--- src/rtl/dmpm_pkg.sv ---
// ----------------------------------------------------------------------------
// dmpm_pkg: shared definitions for the dual-mode PID motor mixer
// Field widths, error range, saturation limits, register indexes and the
// gain set type used by the control datapath.
// ----------------------------------------------------------------------------
package dmpm_pkg;

  localparam int HEAD_W    = 10;
  localparam int SPEED_W   = 9;
  localparam int WHEEL_W   = 10;
  localparam int CORR_W    = 9;
  localparam int GAIN_W    = 16;
  localparam int ERR_W     = 14;
  localparam int INTEG_W   = 32;
  localparam int CFG_IDX_W = 3;

  localparam int ERR_MAX = 8191;
  localparam int ERR_MIN = -8192;

  localparam int LIM_HEADING = 100;
  localparam int LIM_LINE    = 255;

  // Request type codes.
  localparam logic REQ_HEADING = 1'b0;
  localparam logic REQ_LINE    = 1'b1;

  // Configuration register indexes.
  localparam logic [CFG_IDX_W-1:0] REG_HEAD_KP = 3'd0;
  localparam logic [CFG_IDX_W-1:0] REG_HEAD_KI = 3'd1;
  localparam logic [CFG_IDX_W-1:0] REG_HEAD_KD = 3'd2;
  localparam logic [CFG_IDX_W-1:0] REG_LINE_KP = 3'd3;
  localparam logic [CFG_IDX_W-1:0] REG_LINE_KI = 3'd4;
  localparam logic [CFG_IDX_W-1:0] REG_LINE_KD = 3'd5;

  typedef struct packed {
    logic signed [GAIN_W-1:0] kp;
    logic signed [GAIN_W-1:0] ki;
    logic signed [GAIN_W-1:0] kd;
  } gain_set_t;

endpackage

--- src/rtl/dmpm_err_sel.sv ---
// ----------------------------------------------------------------------------
// dmpm_err_sel: control error selection
// Forms the heading error or the line sensor pair difference and saturates
// it to the signed error range.
// ----------------------------------------------------------------------------
module dmpm_err_sel import dmpm_pkg::*; #(
  parameter int SENSOR_BITS = 12
) (
  input  logic                          req_type_i,
  input  logic signed [HEAD_W-1:0]      target_heading_i,
  input  logic signed [HEAD_W-1:0]      measured_heading_i,
  input  logic signed [SPEED_W-1:0]     base_speed_i,
  input  logic        [SENSOR_BITS-1:0] front_left_level_i,
  input  logic        [SENSOR_BITS-1:0] front_right_level_i,
  input  logic        [SENSOR_BITS-1:0] rear_left_level_i,
  input  logic        [SENSOR_BITS-1:0] rear_right_level_i,
  output logic signed [ERR_W-1:0]       err_o
);

  localparam int DIFF_W = (SENSOR_BITS + 1 > ERR_W) ? SENSOR_BITS + 1 : ERR_W;
  localparam logic signed [DIFF_W-1:0] DIFF_MAX = DIFF_W'(ERR_MAX);
  localparam logic signed [DIFF_W-1:0] DIFF_MIN = DIFF_W'(ERR_MIN);

  logic        [SENSOR_BITS-1:0] left_lvl;
  logic        [SENSOR_BITS-1:0] right_lvl;
  logic signed [DIFF_W-1:0]      line_diff;
  logic signed [DIFF_W-1:0]      head_diff;
  logic signed [DIFF_W-1:0]      diff;

  // A speed of zero counts as not moving forward and uses the rear pair.
  always_comb begin
    if (base_speed_i > 0) begin
      left_lvl  = front_left_level_i;
      right_lvl = front_right_level_i;
    end else begin
      left_lvl  = rear_left_level_i;
      right_lvl = rear_right_level_i;
    end
  end

  assign line_diff = $signed(DIFF_W'(right_lvl)) - $signed(DIFF_W'(left_lvl));
  assign head_diff = DIFF_W'(target_heading_i) - DIFF_W'(measured_heading_i);
  assign diff      = (req_type_i == REQ_LINE) ? line_diff : head_diff;

  always_comb begin
    if (diff > DIFF_MAX) begin
      err_o = ERR_W'(DIFF_MAX);
    end else if (diff < DIFF_MIN) begin
      err_o = ERR_W'(DIFF_MIN);
    end else begin
      err_o = ERR_W'(diff);
    end
  end

endmodule

--- src/rtl/dmpm_pid_calc.sv ---
// ----------------------------------------------------------------------------
// dmpm_pid_calc: PID step arithmetic
// Updates the saturating integral, sums the three terms, scales by the gain
// fraction with truncation toward zero and saturates to the mode limit.
// ----------------------------------------------------------------------------
module dmpm_pid_calc import dmpm_pkg::*; #(
  parameter int GAIN_FRAC_BITS = 8
) (
  input  logic                      line_mode_i,
  input  gain_set_t                 gains_i,
  input  logic signed [ERR_W-1:0]   err_i,
  input  logic signed [ERR_W-1:0]   prev_err_i,
  input  logic signed [INTEG_W-1:0] integ_i,
  output logic signed [INTEG_W-1:0] integ_o,
  output logic signed [CORR_W-1:0]  corr_o
);

  localparam int PROD_W  = ERR_W + GAIN_W;
  localparam int DELTA_W = ERR_W + 1;
  localparam int PROD_D_W = DELTA_W + GAIN_W;
  localparam int ACC_W   = INTEG_W + 1;
  localparam int SUM_W   = INTEG_W + 4;
  localparam int SHIFT   = GAIN_FRAC_BITS + 1;
  localparam logic signed [SUM_W-1:0] BIAS = SUM_W'((64'd1 << SHIFT) - 64'd1);
  localparam logic signed [SUM_W-1:0] LIM_H = SUM_W'(LIM_HEADING);
  localparam logic signed [SUM_W-1:0] LIM_L = SUM_W'(LIM_LINE);

  logic signed [PROD_W-1:0]   prod_p;
  logic signed [PROD_W-1:0]   prod_i;
  logic signed [DELTA_W-1:0]  delta;
  logic signed [PROD_D_W-1:0] prod_d;
  logic signed [ACC_W-1:0]    acc;
  logic signed [SUM_W-1:0]    sum;
  logic signed [SUM_W-1:0]    sum_adj;
  logic signed [SUM_W-1:0]    quot;
  logic signed [SUM_W-1:0]    lim;

  assign prod_p = PROD_W'(err_i) * PROD_W'(gains_i.kp);
  assign prod_i = PROD_W'(err_i) * PROD_W'(gains_i.ki);
  assign delta  = DELTA_W'(err_i) - DELTA_W'(prev_err_i);
  assign prod_d = PROD_D_W'(delta) * PROD_D_W'(gains_i.kd);

  // The integral saturates at the signed 32-bit limits.
  assign acc = ACC_W'(integ_i) + ACC_W'(prod_i);
  always_comb begin
    case (acc[ACC_W-1:ACC_W-2])
      2'b01:   integ_o = {1'b0, {(INTEG_W-1){1'b1}}};
      2'b10:   integ_o = {1'b1, {(INTEG_W-1){1'b0}}};
      default: integ_o = acc[INTEG_W-1:0];
    endcase
  end

  assign sum = (SUM_W'(prod_p) <<< 1) + SUM_W'(integ_o) + (SUM_W'(prod_d) <<< 1);

  // A negative sum is biased before the shift so the quotient truncates toward zero.
  assign sum_adj = sum[SUM_W-1] ? (sum + BIAS) : sum;
  assign quot    = sum_adj >>> SHIFT;
  assign lim     = line_mode_i ? LIM_L : LIM_H;

  always_comb begin
    if (quot > lim) begin
      corr_o = CORR_W'(lim);
    end else if (quot < -lim) begin
      corr_o = CORR_W'(-lim);
    end else begin
      corr_o = CORR_W'(quot);
    end
  end

endmodule

--- src/rtl/dmpm_mixer.sv ---
// ----------------------------------------------------------------------------
// dmpm_mixer: four wheel mixing
// Spreads the correction over the four motors, as a pure turn in heading
// mode and around the base speed in line mode.
// ----------------------------------------------------------------------------
module dmpm_mixer import dmpm_pkg::*; (
  input  logic                      line_mode_i,
  input  logic signed [SPEED_W-1:0] base_speed_i,
  input  logic signed [CORR_W-1:0]  corr_i,
  output logic signed [WHEEL_W-1:0] wheel_one_o,
  output logic signed [WHEEL_W-1:0] wheel_two_o,
  output logic signed [WHEEL_W-1:0] wheel_three_o,
  output logic signed [WHEEL_W-1:0] wheel_four_o
);

  logic signed [WHEEL_W-1:0] spd;
  logic signed [WHEEL_W-1:0] cx;

  assign spd = WHEEL_W'(base_speed_i);
  assign cx  = WHEEL_W'(corr_i);

  always_comb begin
    if (line_mode_i) begin
      wheel_one_o   = spd - cx;
      wheel_two_o   = -spd - cx;
      wheel_three_o = spd + cx;
      wheel_four_o  = -spd + cx;
    end else begin
      wheel_one_o   = cx;
      wheel_two_o   = cx;
      wheel_three_o = -cx;
      wheel_four_o  = -cx;
    end
  end

endmodule

--- src/rtl/dual_mode_pid_motor_mixer_core.sv ---
// A result passes the input register, loaded at the transfer, and then the
// result register; the PID step between the two is combinational.
// Throughput: one item per cycle while results are taken; integral and previous
// error update on each advance, so consecutive items see each other's updates.
// Reset clears the pipeline valids, the integral and the previous error,
// and loads the gain registers with their default values.
// ----------------------------------------------------------------------------
// dual_mode_pid_motor_mixer_core: PID controller with four wheel mixing
// Heading and line-following PID step with per-mode Q8.8 gains, shared
// integral and derivative state, and a registered four-wheel output.
// ----------------------------------------------------------------------------
module dual_mode_pid_motor_mixer_core import dmpm_pkg::*; #(
  parameter int SENSOR_BITS    = 12,
  parameter int GAIN_FRAC_BITS = 8
) (
  input  logic                          clk_i,
  input  logic                          rst_ni,
  // configuration write channel
  input  logic                          cfg_valid_i,
  output logic                          cfg_ready_o,
  input  logic        [CFG_IDX_W-1:0]   cfg_index_i,
  input  logic        [GAIN_W-1:0]      cfg_data_i,
  // input channel
  input  logic                          in_valid_i,
  output logic                          in_ready_o,
  input  logic                          req_type_i,
  input  logic signed [HEAD_W-1:0]      target_heading_i,
  input  logic signed [HEAD_W-1:0]      measured_heading_i,
  input  logic signed [SPEED_W-1:0]     base_speed_i,
  input  logic        [SENSOR_BITS-1:0] front_left_level_i,
  input  logic        [SENSOR_BITS-1:0] front_right_level_i,
  input  logic        [SENSOR_BITS-1:0] rear_left_level_i,
  input  logic        [SENSOR_BITS-1:0] rear_right_level_i,
  // result channel
  output logic                          out_valid_o,
  input  logic                          out_ready_i,
  output logic signed [WHEEL_W-1:0]     wheel_one_o,
  output logic signed [WHEEL_W-1:0]     wheel_two_o,
  output logic signed [WHEEL_W-1:0]     wheel_three_o,
  output logic signed [WHEEL_W-1:0]     wheel_four_o,
  output logic signed [CORR_W-1:0]      correction_o
);

  gain_set_t head_gains_q;
  gain_set_t line_gains_q;
  gain_set_t gains_sel;

  logic                          req_q;
  logic signed [HEAD_W-1:0]      tgt_q;
  logic signed [HEAD_W-1:0]      meas_q;
  logic signed [SPEED_W-1:0]     speed_q;
  logic        [SENSOR_BITS-1:0] fl_q;
  logic        [SENSOR_BITS-1:0] fr_q;
  logic        [SENSOR_BITS-1:0] rl_q;
  logic        [SENSOR_BITS-1:0] rr_q;
  logic                          stage_valid_q;

  logic signed [ERR_W-1:0]   prev_err_q;
  logic signed [INTEG_W-1:0] integ_q;
  logic signed [ERR_W-1:0]   err_d;
  logic signed [INTEG_W-1:0] integ_d;
  logic signed [CORR_W-1:0]  corr_d;

  logic signed [WHEEL_W-1:0] w1_d, w2_d, w3_d, w4_d;
  logic signed [WHEEL_W-1:0] w1_q, w2_q, w3_q, w4_q;
  logic signed [CORR_W-1:0]  corr_q;
  logic                      out_valid_q;

  logic in_xfer;
  logic advance;

  assign cfg_ready_o = 1'b1;

  // The stage moves on whenever the result register is free or being drained.
  assign advance    = stage_valid_q && (!out_valid_q || out_ready_i);
  assign in_ready_o = !stage_valid_q || advance;
  assign in_xfer    = in_valid_i && in_ready_o;

  always_ff @(posedge clk_i or negedge rst_ni) begin
    if (!rst_ni) begin
      head_gains_q.kp <= 16'sd512;
      head_gains_q.ki <= 16'sd0;
      head_gains_q.kd <= 16'sd0;
      line_gains_q.kp <= 16'sd20;
      line_gains_q.ki <= 16'sd0;
      line_gains_q.kd <= 16'sd256;
    end else if (cfg_valid_i && cfg_ready_o) begin
      unique case (cfg_index_i)
        REG_HEAD_KP: head_gains_q.kp <= cfg_data_i;
        REG_HEAD_KI: head_gains_q.ki <= cfg_data_i;
        REG_HEAD_KD: head_gains_q.kd <= cfg_data_i;
        REG_LINE_KP: line_gains_q.kp <= cfg_data_i;
        REG_LINE_KI: line_gains_q.ki <= cfg_data_i;
        REG_LINE_KD: line_gains_q.kd <= cfg_data_i;
        default: ;
      endcase
    end
  end

  always_ff @(posedge clk_i or negedge rst_ni) begin
    if (!rst_ni) begin
      stage_valid_q <= 1'b0;
    end else if (in_xfer) begin
      stage_valid_q <= 1'b1;
    end else if (advance) begin
      stage_valid_q <= 1'b0;
    end
  end

  always_ff @(posedge clk_i) begin
    if (in_xfer) begin
      req_q   <= req_type_i;
      tgt_q   <= target_heading_i;
      meas_q  <= measured_heading_i;
      speed_q <= base_speed_i;
      fl_q    <= front_left_level_i;
      fr_q    <= front_right_level_i;
      rl_q    <= rear_left_level_i;
      rr_q    <= rear_right_level_i;
    end
  end

  assign gains_sel = (req_q == REQ_LINE) ? line_gains_q : head_gains_q;

  dmpm_err_sel #(
    .SENSOR_BITS (SENSOR_BITS)
  ) u_err_sel (
    .req_type_i          (req_q),
    .target_heading_i    (tgt_q),
    .measured_heading_i  (meas_q),
    .base_speed_i        (speed_q),
    .front_left_level_i  (fl_q),
    .front_right_level_i (fr_q),
    .rear_left_level_i   (rl_q),
    .rear_right_level_i  (rr_q),
    .err_o               (err_d)
  );

  dmpm_pid_calc #(
    .GAIN_FRAC_BITS (GAIN_FRAC_BITS)
  ) u_pid_calc (
    .line_mode_i (req_q),
    .gains_i     (gains_sel),
    .err_i       (err_d),
    .prev_err_i  (prev_err_q),
    .integ_i     (integ_q),
    .integ_o     (integ_d),
    .corr_o      (corr_d)
  );

  dmpm_mixer u_mixer (
    .line_mode_i   (req_q),
    .base_speed_i  (speed_q),
    .corr_i        (corr_d),
    .wheel_one_o   (w1_d),
    .wheel_two_o   (w2_d),
    .wheel_three_o (w3_d),
    .wheel_four_o  (w4_d)
  );

  always_ff @(posedge clk_i or negedge rst_ni) begin
    if (!rst_ni) begin
      prev_err_q <= '0;
      integ_q    <= '0;
    end else if (advance) begin
      prev_err_q <= err_d;
      integ_q    <= integ_d;
    end
  end

  always_ff @(posedge clk_i or negedge rst_ni) begin
    if (!rst_ni) begin
      out_valid_q <= 1'b0;
    end else if (advance) begin
      out_valid_q <= 1'b1;
    end else if (out_ready_i) begin
      out_valid_q <= 1'b0;
    end
  end

  always_ff @(posedge clk_i) begin
    if (advance) begin
      w1_q   <= w1_d;
      w2_q   <= w2_d;
      w3_q   <= w3_d;
      w4_q   <= w4_d;
      corr_q <= corr_d;
    end
  end

  assign out_valid_o   = out_valid_q;
  assign wheel_one_o   = w1_q;
  assign wheel_two_o   = w2_q;
  assign wheel_three_o = w3_q;
  assign wheel_four_o  = w4_q;
  assign correction_o  = corr_q;

endmodule

--- config.mk ---
export PLATFORM = sky130hd
export DESIGN_NAME = dual_mode_pid_motor_mixer_core
export DESIGN_NICKNAME = d
export VERILOG_FILES = /design/src/rtl/dmpm_pkg.sv /design/src/rtl/dmpm_err_sel.sv /design/src/rtl/dmpm_pid_calc.sv /design/src/rtl/dmpm_mixer.sv /design/src/rtl/dual_mode_pid_motor_mixer_core.sv
export SDC_FILE = /design/constraint.sdc
export NUM_CORES = 2
export LEC_CHECK = 0
export ABC_AREA = 1
export BUFFER_PORTS_ARGS = -buffer_cell sky130_fd_sc_hd__buf_2
export CORE_MARGIN = 3
export CORE_UTILIZATION = 55
export DETAILED_ROUTE_END_ITERATION = 8
export GPL_ROUTABILITY_DRIVEN = 0
export PLACE_DENSITY_LB_ADDON = 0.12
export SYNTH_ARGS = -nofsm -noshare
export SYNTH_HDL_FRONTEND = slang
export SYNTH_SLANG_ARGS = --single-unit
--- constraint.sdc ---
create_clock -name clk_i -period 21.8 [get_ports clk_i]
set_input_delay 6.54 -clock clk_i [delete_from_list [all_inputs] [get_ports clk_i]]
set_output_delay 6.54 -clock clk_i [all_outputs]
set_load 0.005 [all_outputs]
# [Yosys cells after proc, flatten, opt, wreduce, memory -nomap -nowiden]
# Cells that the tools add are included.
[totals] reg_bits=271 elab_cells=86
[op_classes] mul=3 n_addsub=14 muxes=19 eq_ne=7 n_reduce_logical=15 magnitude_cmp=5
[ops] operator="one-hot mux 32 bit (2 select lines)" n=1
[ops] operator="multiplier 14 x 16 -> 30 bit" n=2
[ops] operator="two-way mux 48 bit" n=1
[ops] operator="two-way mux 14 bit" n=3
[ops] operator="two-way mux 10 bit" n=4
[ops] operator="adder 36 x 10 -> 36 bit (second input constant)" n=1
[ops] operator="less-than comparator 27 x 36 -> 1 bit" n=1
[ops] operator="two-way mux 36 bit" n=1
[ops] operator="negation 36 bit" n=1
[ops] operator="adder 33 x 32 -> 34 bit" n=1
[ops] operator="adder 31 x 32 -> 33 bit" n=1
[ops] operator="adder 32 x 30 -> 33 bit" n=1
[ops] operator="multiplier 15 x 16 -> 31 bit" n=1
[ops] operator="> comparator 27 x 9 -> 1 bit" n=1
[ops] operator="two-way mux 12 bit" n=2
[ops] operator="negation 9 -> 10 bit" n=2
[ops] operator="two-way mux 9 bit" n=2
[ops] operator="subtractor 14 x 14 -> 15 bit" n=1
[ops] operator="> comparator 14 bit (second input constant)" n=1
[ops] operator="less-than comparator 14 bit (second input constant)" n=1
[ops] operator="subtractor 12 x 12 -> 13 bit" n=1
[ops] operator="AND reduction 2 bit" n=6
[ops] operator="subtractor 10 x 10 -> 11 bit" n=1
[ops] operator="adder 10 x 9 -> 10 bit" n=1
[ops] operator="16 further kinds" n=25

# [Logic depth before layout (Yosys ltp)]
[logic_depth] ltp_word=20 depth_mapped=109

# [By module]
# A second synthesis with hierarchy kept.
[hier_totals] hier_cells=6149 hier_area_um2=47624.4
[by_module_without_submodules] mod="dmpm_pid_calc" instances=1 area_each_um2=33474.6 cells_per_inst=4458
[by_module_without_submodules] mod="dual_mode_pid_motor_mixer_core" instances=1 area_each_um2=10173.5 cells_per_inst=918
[by_module_without_submodules] mod="dmpm_mixer" instances=1 area_each_um2=2275.9 cells_per_inst=428
[by_module_without_submodules] mod="dmpm_err_sel" instances=1 area_each_um2=1700.4 cells_per_inst=345

# [Least setup slack after synthesis]
# OpenSTA, ideal clock, no wires.
[synth_path] path_kind="register to register" from="register speed_q[1]" to="register w3_q[8], in the netlist wheel_three_o[8] (data pin)" arrival_time_ns=16.184 path_slack_ns=5.362 path_stages_with_launch=96 period_less_slack_ns=16.438 n_path_buf=5 required_ns=21.545 cell_sequence="edfxtp_1 inv_1 ha_1 nand4_1 nor2_1 nand2_1 ha_1 clkbuf_1 clkbuf_1 mux2i_1 ha_1 a21oi_1 nor2_1 nor2_1 nor2_1 nor2_1 o21bai_1 xnor2_1 [60 not listed] nand3_1 nand2_2 buf_6 nand3_1 ha_1 inv_1 o311ai_0 nand2_1 o21ai_0 nor2_1 o21a_1 inv_1 nor2_1 nor2_1 nor2_1 or2_2 nand3_1 nand2_1"
[synth_via] elab_chain_cells=20 word_cells_on_any_way=28 classes_between="add/sub (8); mul (3); order compare (5); eq/ne (2); mux (10)"
[synth_lines] item="from (decl)" line_no="dual_mode_pid_motor_mixer_core.sv:51" text="logic signed [SPEED_W-1:0] speed_q;"
[synth_lines] item="from (signal assigned)" line_no="dual_mode_pid_motor_mixer_core.sv:115" text="speed_q <= base_speed_i;"
[synth_lines] item="> comparator 9 x 1 -> 1 bit (*)" line_no="dmpm_err_sel.sv:32" text="if (base_speed_i > 0) begin"
[synth_lines] item="two-way mux 12 bit" line_no="dmpm_err_sel.sv:32"
[synth_lines] item="subtractor 12 x 12 -> 13 bit (*)" line_no="dmpm_err_sel.sv:41" text="assign line_diff = $signed(DIFF_W'(right_lvl)) - $signed(DIFF_W'(left_lvl));"
[synth_lines] item="two-way mux 14 bit (*)" line_no="dmpm_err_sel.sv:43" text="assign diff = (req_type_i == REQ_LINE) ? line_diff : head_diff;"
[synth_lines] item="less-than comparator 14 bit" line_no="dmpm_err_sel.sv:48" text="end else if (diff < DIFF_MIN) begin"
[synth_lines] item="two-way mux 14 bit" line_no="dmpm_err_sel.sv:48"
[synth_lines] item="two-way mux 14 bit (*)" line_no="dmpm_err_sel.sv:46" text="if (diff > DIFF_MAX) begin"
[synth_lines] item="multiplier 14 x 16 -> 30 bit" line_no="dmpm_pid_calc.sv:39" text="assign prod_i = PROD_W'(err_i) * PROD_W'(gains_i.ki);"
[synth_lines] item="[6 not listed]"
[synth_lines] item="two-way mux 36 bit (*)" line_no="dmpm_pid_calc.sv:56" text="assign sum_adj = sum[SUM_W-1] ? (sum + BIAS) : sum;"
[synth_lines] item="less-than comparator 27 x 36 -> 1 bit" line_no="dmpm_pid_calc.sv:63" text="end else if (quot < -lim) begin"
[synth_lines] item="two-way mux 9 bit" line_no="dmpm_pid_calc.sv:63"
[synth_lines] item="two-way mux 9 bit (*)" line_no="dmpm_pid_calc.sv:61" text="if (quot > lim) begin"
[synth_lines] item="via corr_d[2]" line_no="dual_mode_pid_motor_mixer_core.sv:62" text="logic signed [CORR_W-1:0] corr_d;"
[synth_lines] item="negation 9 -> 10 bit or adder 9 x 9 -> 10 bit (tied branches)" line_no="dmpm_mixer.sv:31, dmpm_mixer.sv:26"
[synth_lines] item="two-way mux 10 bit (*)" line_no="dmpm_mixer.sv:23" text="if (line_mode_i) begin"
[synth_lines] item="via u_mixer.wheel_three_o[8]" line_no="dmpm_mixer.sv:12" text="output logic signed [WHEEL_W-1:0] wheel_three_o,"
[synth_lines] item="to (signal assigned)" line_no="dual_mode_pid_motor_mixer_core.sv:185" text="w3_q <= w3_d;"
[synth_lines] item="to (decl)" line_no="dual_mode_pid_motor_mixer_core.sv:65" text="logic signed [WHEEL_W-1:0] w1_q, w2_q, w3_q, w4_q;"
# Mark *: on every way through the listed nets, which the timed path passes. The rest lies on a longest branch.
# A chain may end at the register's enable or synchronous reset.

# [Final worst setup path]
[layout_path] from="register speed_q[1]" to="register w3_q[9], in the netlist wheel_three_o[9] (data pin)"
[layout_via] elab_chain_cells=20 word_cells_on_any_way=28 classes_between="add/sub (8); mul (3); order compare (5); eq/ne (2); mux (10)"
[layout_lines] item="> comparator 9 x 1 -> 1 bit" line_no="dmpm_err_sel.sv:32"
[layout_lines] item="two-way mux 12 bit" line_no="dmpm_err_sel.sv:32"
[layout_lines] item="subtractor 12 x 12 -> 13 bit" line_no="dmpm_err_sel.sv:41"
[layout_lines] item="two-way mux 14 bit" line_no="dmpm_err_sel.sv:43"
[layout_lines] item="less-than comparator 14 bit" line_no="dmpm_err_sel.sv:48"
[layout_lines] item="two-way mux 14 bit" line_no="dmpm_err_sel.sv:48"
[layout_lines] item="two-way mux 14 bit" line_no="dmpm_err_sel.sv:46"
[layout_lines] item="multiplier 14 x 16 -> 30 bit" line_no="dmpm_pid_calc.sv:39"
[layout_lines] item="[5 not listed]"
[layout_lines] item="adder 36 x 10 -> 36 bit" line_no="dmpm_pid_calc.sv:56"
[layout_lines] item="two-way mux 36 bit" line_no="dmpm_pid_calc.sv:56"
[layout_lines] item="less-than comparator 27 x 36 -> 1 bit" line_no="dmpm_pid_calc.sv:63"
[layout_lines] item="two-way mux 9 bit" line_no="dmpm_pid_calc.sv:63"
[layout_lines] item="two-way mux 9 bit" line_no="dmpm_pid_calc.sv:61"
[layout_lines] item="negation 9 -> 10 bit or adder 9 x 9 -> 10 bit (tied branches)" line_no="dmpm_mixer.sv:31, dmpm_mixer.sv:26"
[layout_lines] item="two-way mux 10 bit (*)" line_no="dmpm_mixer.sv:23"
[layout_lines] item="via u_mixer.wheel_three_o[9]" line_no="dmpm_mixer.sv:12"
# Marked as above.

==> out/metrics.cfg <==
[grt]
grt_overflow=0
grt_pass1_vias=36100
grt_antenna_before_repair=0
grt_max_degree=96
grt_pass1_wl_um=199000
grtUsageTotal_pct=29.8

[clock_tree]
ctsHoldBuffers=0
cts_buffer_depth=3
numCtsBuffers=34
numClockSinks=268
clock_latency_ns=0.58
htree_num_levels=2
path_clk_slew_ns=0.06
cts-root-buf=clkbuf_16
cts_tree=done

[critical_path]
crit_slowest_cell=clkinv_1
r2r_slack_ns=1.83
cp-startpoint=speed_q[1]
critPathMaxFanout=26
r2r-end=wheel_three_o[9]
arrival_ns=20.27
path_depth=92
worstSetupPathType=reg -> reg
cp_top_family=adder cells
endpoint=wheel_three_o[9]
worst_setup_path_end_kind=register
reg2reg_from=speed_q[1]
slowest_delay_ns=0.85
path_buf_inv=12
critPathLaunchType=register
required_ns=22.09
worstRegToRegCells=92

[floorplanning]
start_util_pct=55.6
dieArea_um2=84900
die_h_um=291
chipWidth_um=291
num_io_pins=154
rows=104
fp.coreArea_um2=80500

[timing]
worstMarginPinSlew_ns=1.14
fin_skew_ns=0.0436
rsz0062_at_grt=false
fin_crit_ns=19.97
fin_crit_sh_pct=91.6
slew_viol_final=0
hold_viol=0
setup_violations=0
slew_headroom_pct=24.0
timing.fmax_ghz=0.0501
tns_ns=0

[worst_hold_path]
hold_path.class=reg -> reg
hold_start=head_gains_q[1]

[logic_synthesis]
synth.avg_cell_area_um2=8.19
synthTopCellsByArea=fa_1, inv_1, ha_1, nand2_1, edfxtp_1
synth_flop_cell=dfrtp_1
synthesis.area_um2=44800
yosysTopAreaCell=fa_1
synth_edf_count=124
postSynthCellCount=5467
synth_nets=6703
ys_ff_latch=268
seq_area_frac_synth_pct=16.4
synthArstFlopShare_pct=53.7
synth_top_area_share_pct=34.3
ys_types=57
yosys_warnings=0

[finish]
drive_gt1_share_pct=7.27
final_nets=6821
insertedDiodeCount=0
syn2layout_area_growth_pct=6.87

[placement]
port_buffers=152
dp_hpwl_um=102000

[route]
vias=35200
wl_um=123000
routed_via_density=5.28
route.detailed.drc=0
first_iter_violations=2574
dr.pass1.iters=5
wire_per_inst_um=18.5
ant_nets=0

[run_status]
status=finished clean

[job]
cap_violations=0

## cells in the mapped netlist (all sizes together) (2+ instances only)
cell type	instances
edfxtp	124
a21boi	10
nor2	516
buf	26
nand4	31
or2	18
clkinv	10
o21bai	10
a211oi	2
clkbuf	105
mux2i	12
fa	768
o31ai	16
a21oi	164
nand2	1248
dfrtp	140
nand3	119
o21a	4
a21o	4
nor3	16
o211ai	5
o22ai	2
dfstp	4
ha	366
mux2	12
xnor2	45
and2	4
o21ai	300
xor2	69
a31oi	9
nand3b	7
inv	1289
nor4	2
## worst min-delay path: stages (launching register included)
cell	delay, ns
dfrtp_1	0.34
nand2_1	0.05
o21ai_0	0.05
## layer usage
metal  routed length [µm]  global-route usage, %  part of all wire [%]
met4                 3420                   7.47                   2.8
met5                    0                      0                     0
met1                53300                   42.1                    43
met3                10700                   6.06                   8.7
met2                56000                   47.5                    45
## final cells by class
cell class | count | area, µm²
Clock buffer | 47 | 910
Clock inverter | 14 | 131
Fill cell | 7484 | 32700
Inverter | 1299 | 4880
Multi-Input combinational cell | 3769 | 32100
Sequential cell | 268 | 7330
Tap cell | 1060 | 1330
Timing Repair Buffer | 213 | 1220
## state kept, by name, summed over array words and instances (netlist names)
signal and cells:
req_q 1, out_valid_o 1, stage_valid_q 1, correction_o 9, meas_q 10, line_gains_q 48, tgt_q 10, integ_q 32
rl_q 12, wheel_two_o 9, fr_q 12, wheel_three_o 9, wheel_four_o 9, prev_err_q 14, fl_q 12, rr_q 12
speed_q 9, head_gains_q 48, wheel_one_o 10
## logic make-up (layout without fill, tap and decap cells)
group | count (synthesis) | count (layout) | synth area share [%]
AND/OR/NAND/NOR | 1961 | 1961 | 17.8
buffers and inverters | 1430 | 1573 | 12.1
adder cells (fa/ha/maj) | 1134 | 1134 | 44.6
AO/OA/AOI/OAI | 535 | 535 | 6.41
flip-flops | 268 | 268 | 16.4
XOR/XNOR | 114 | 114 | 2.23
multiplexers | 24 | 24 | 0.570
other | 1 | 1 | 0.00837
## worst min-delay path by stage
stage                                   to  depth (start not counted)
after CTS                 line_gains_q[35]                          2
after global placement     line_gains_q[5]                          2
after detailed placement  line_gains_q[23]                          2
final                      head_gains_q[1]                          2
after global routing      line_gains_q[11]                          2
after floorplan            head_gains_q[0]                          2
## layout by cell type (no fill, tap or decap), drive strengths merged, types with 45 or more instances in the layout
| cell type | n |
|---|---|
| nor2 | 516 |
| xor2 | 69 |
| ha | 366 |
| a21oi | 164 |
| nand3 | 119 |
| o21ai | 300 |
| fa | 768 |
| nand2 | 1248 |
| inv | 1291 |
| clkbuf | 47 |
| edfxtp | 124 |
| xnor2 | 45 |
| dfrtp | 140 |
| buf | 213 |
## repair_timing
action / CTS / global route
resized for setup: 0 / 1
endpoints found under the setup margin: 0 / 3
hold endpoints to repair: 0 / 0
buffers inserted: 0 / 0
## through the flow
stage | hold slack [ns] | area, µm² | setup WS [ns] | util [%] | cells
final | 0.482 | 47900 | 1.83 | 59.4 | 6670
after global routing | 0.501 | 47900 | 0.0206 | 59.4 | 6670
after CTS | 0.487 | 47900 | 1.88 | 59.4 | 6670
after detailed placement | 0.473 | 46800 | 1.97 | 58.1 | 6609
after global placement | 0.466 | 46800 | 2.20 | 58.1 | 6609
after floorplan | 0.453 | 44800 | 5.36 | - | 5467
Power is not shown: default switching activity piles up to over one toggle a cycle in this logic, so the estimate is an artifact.
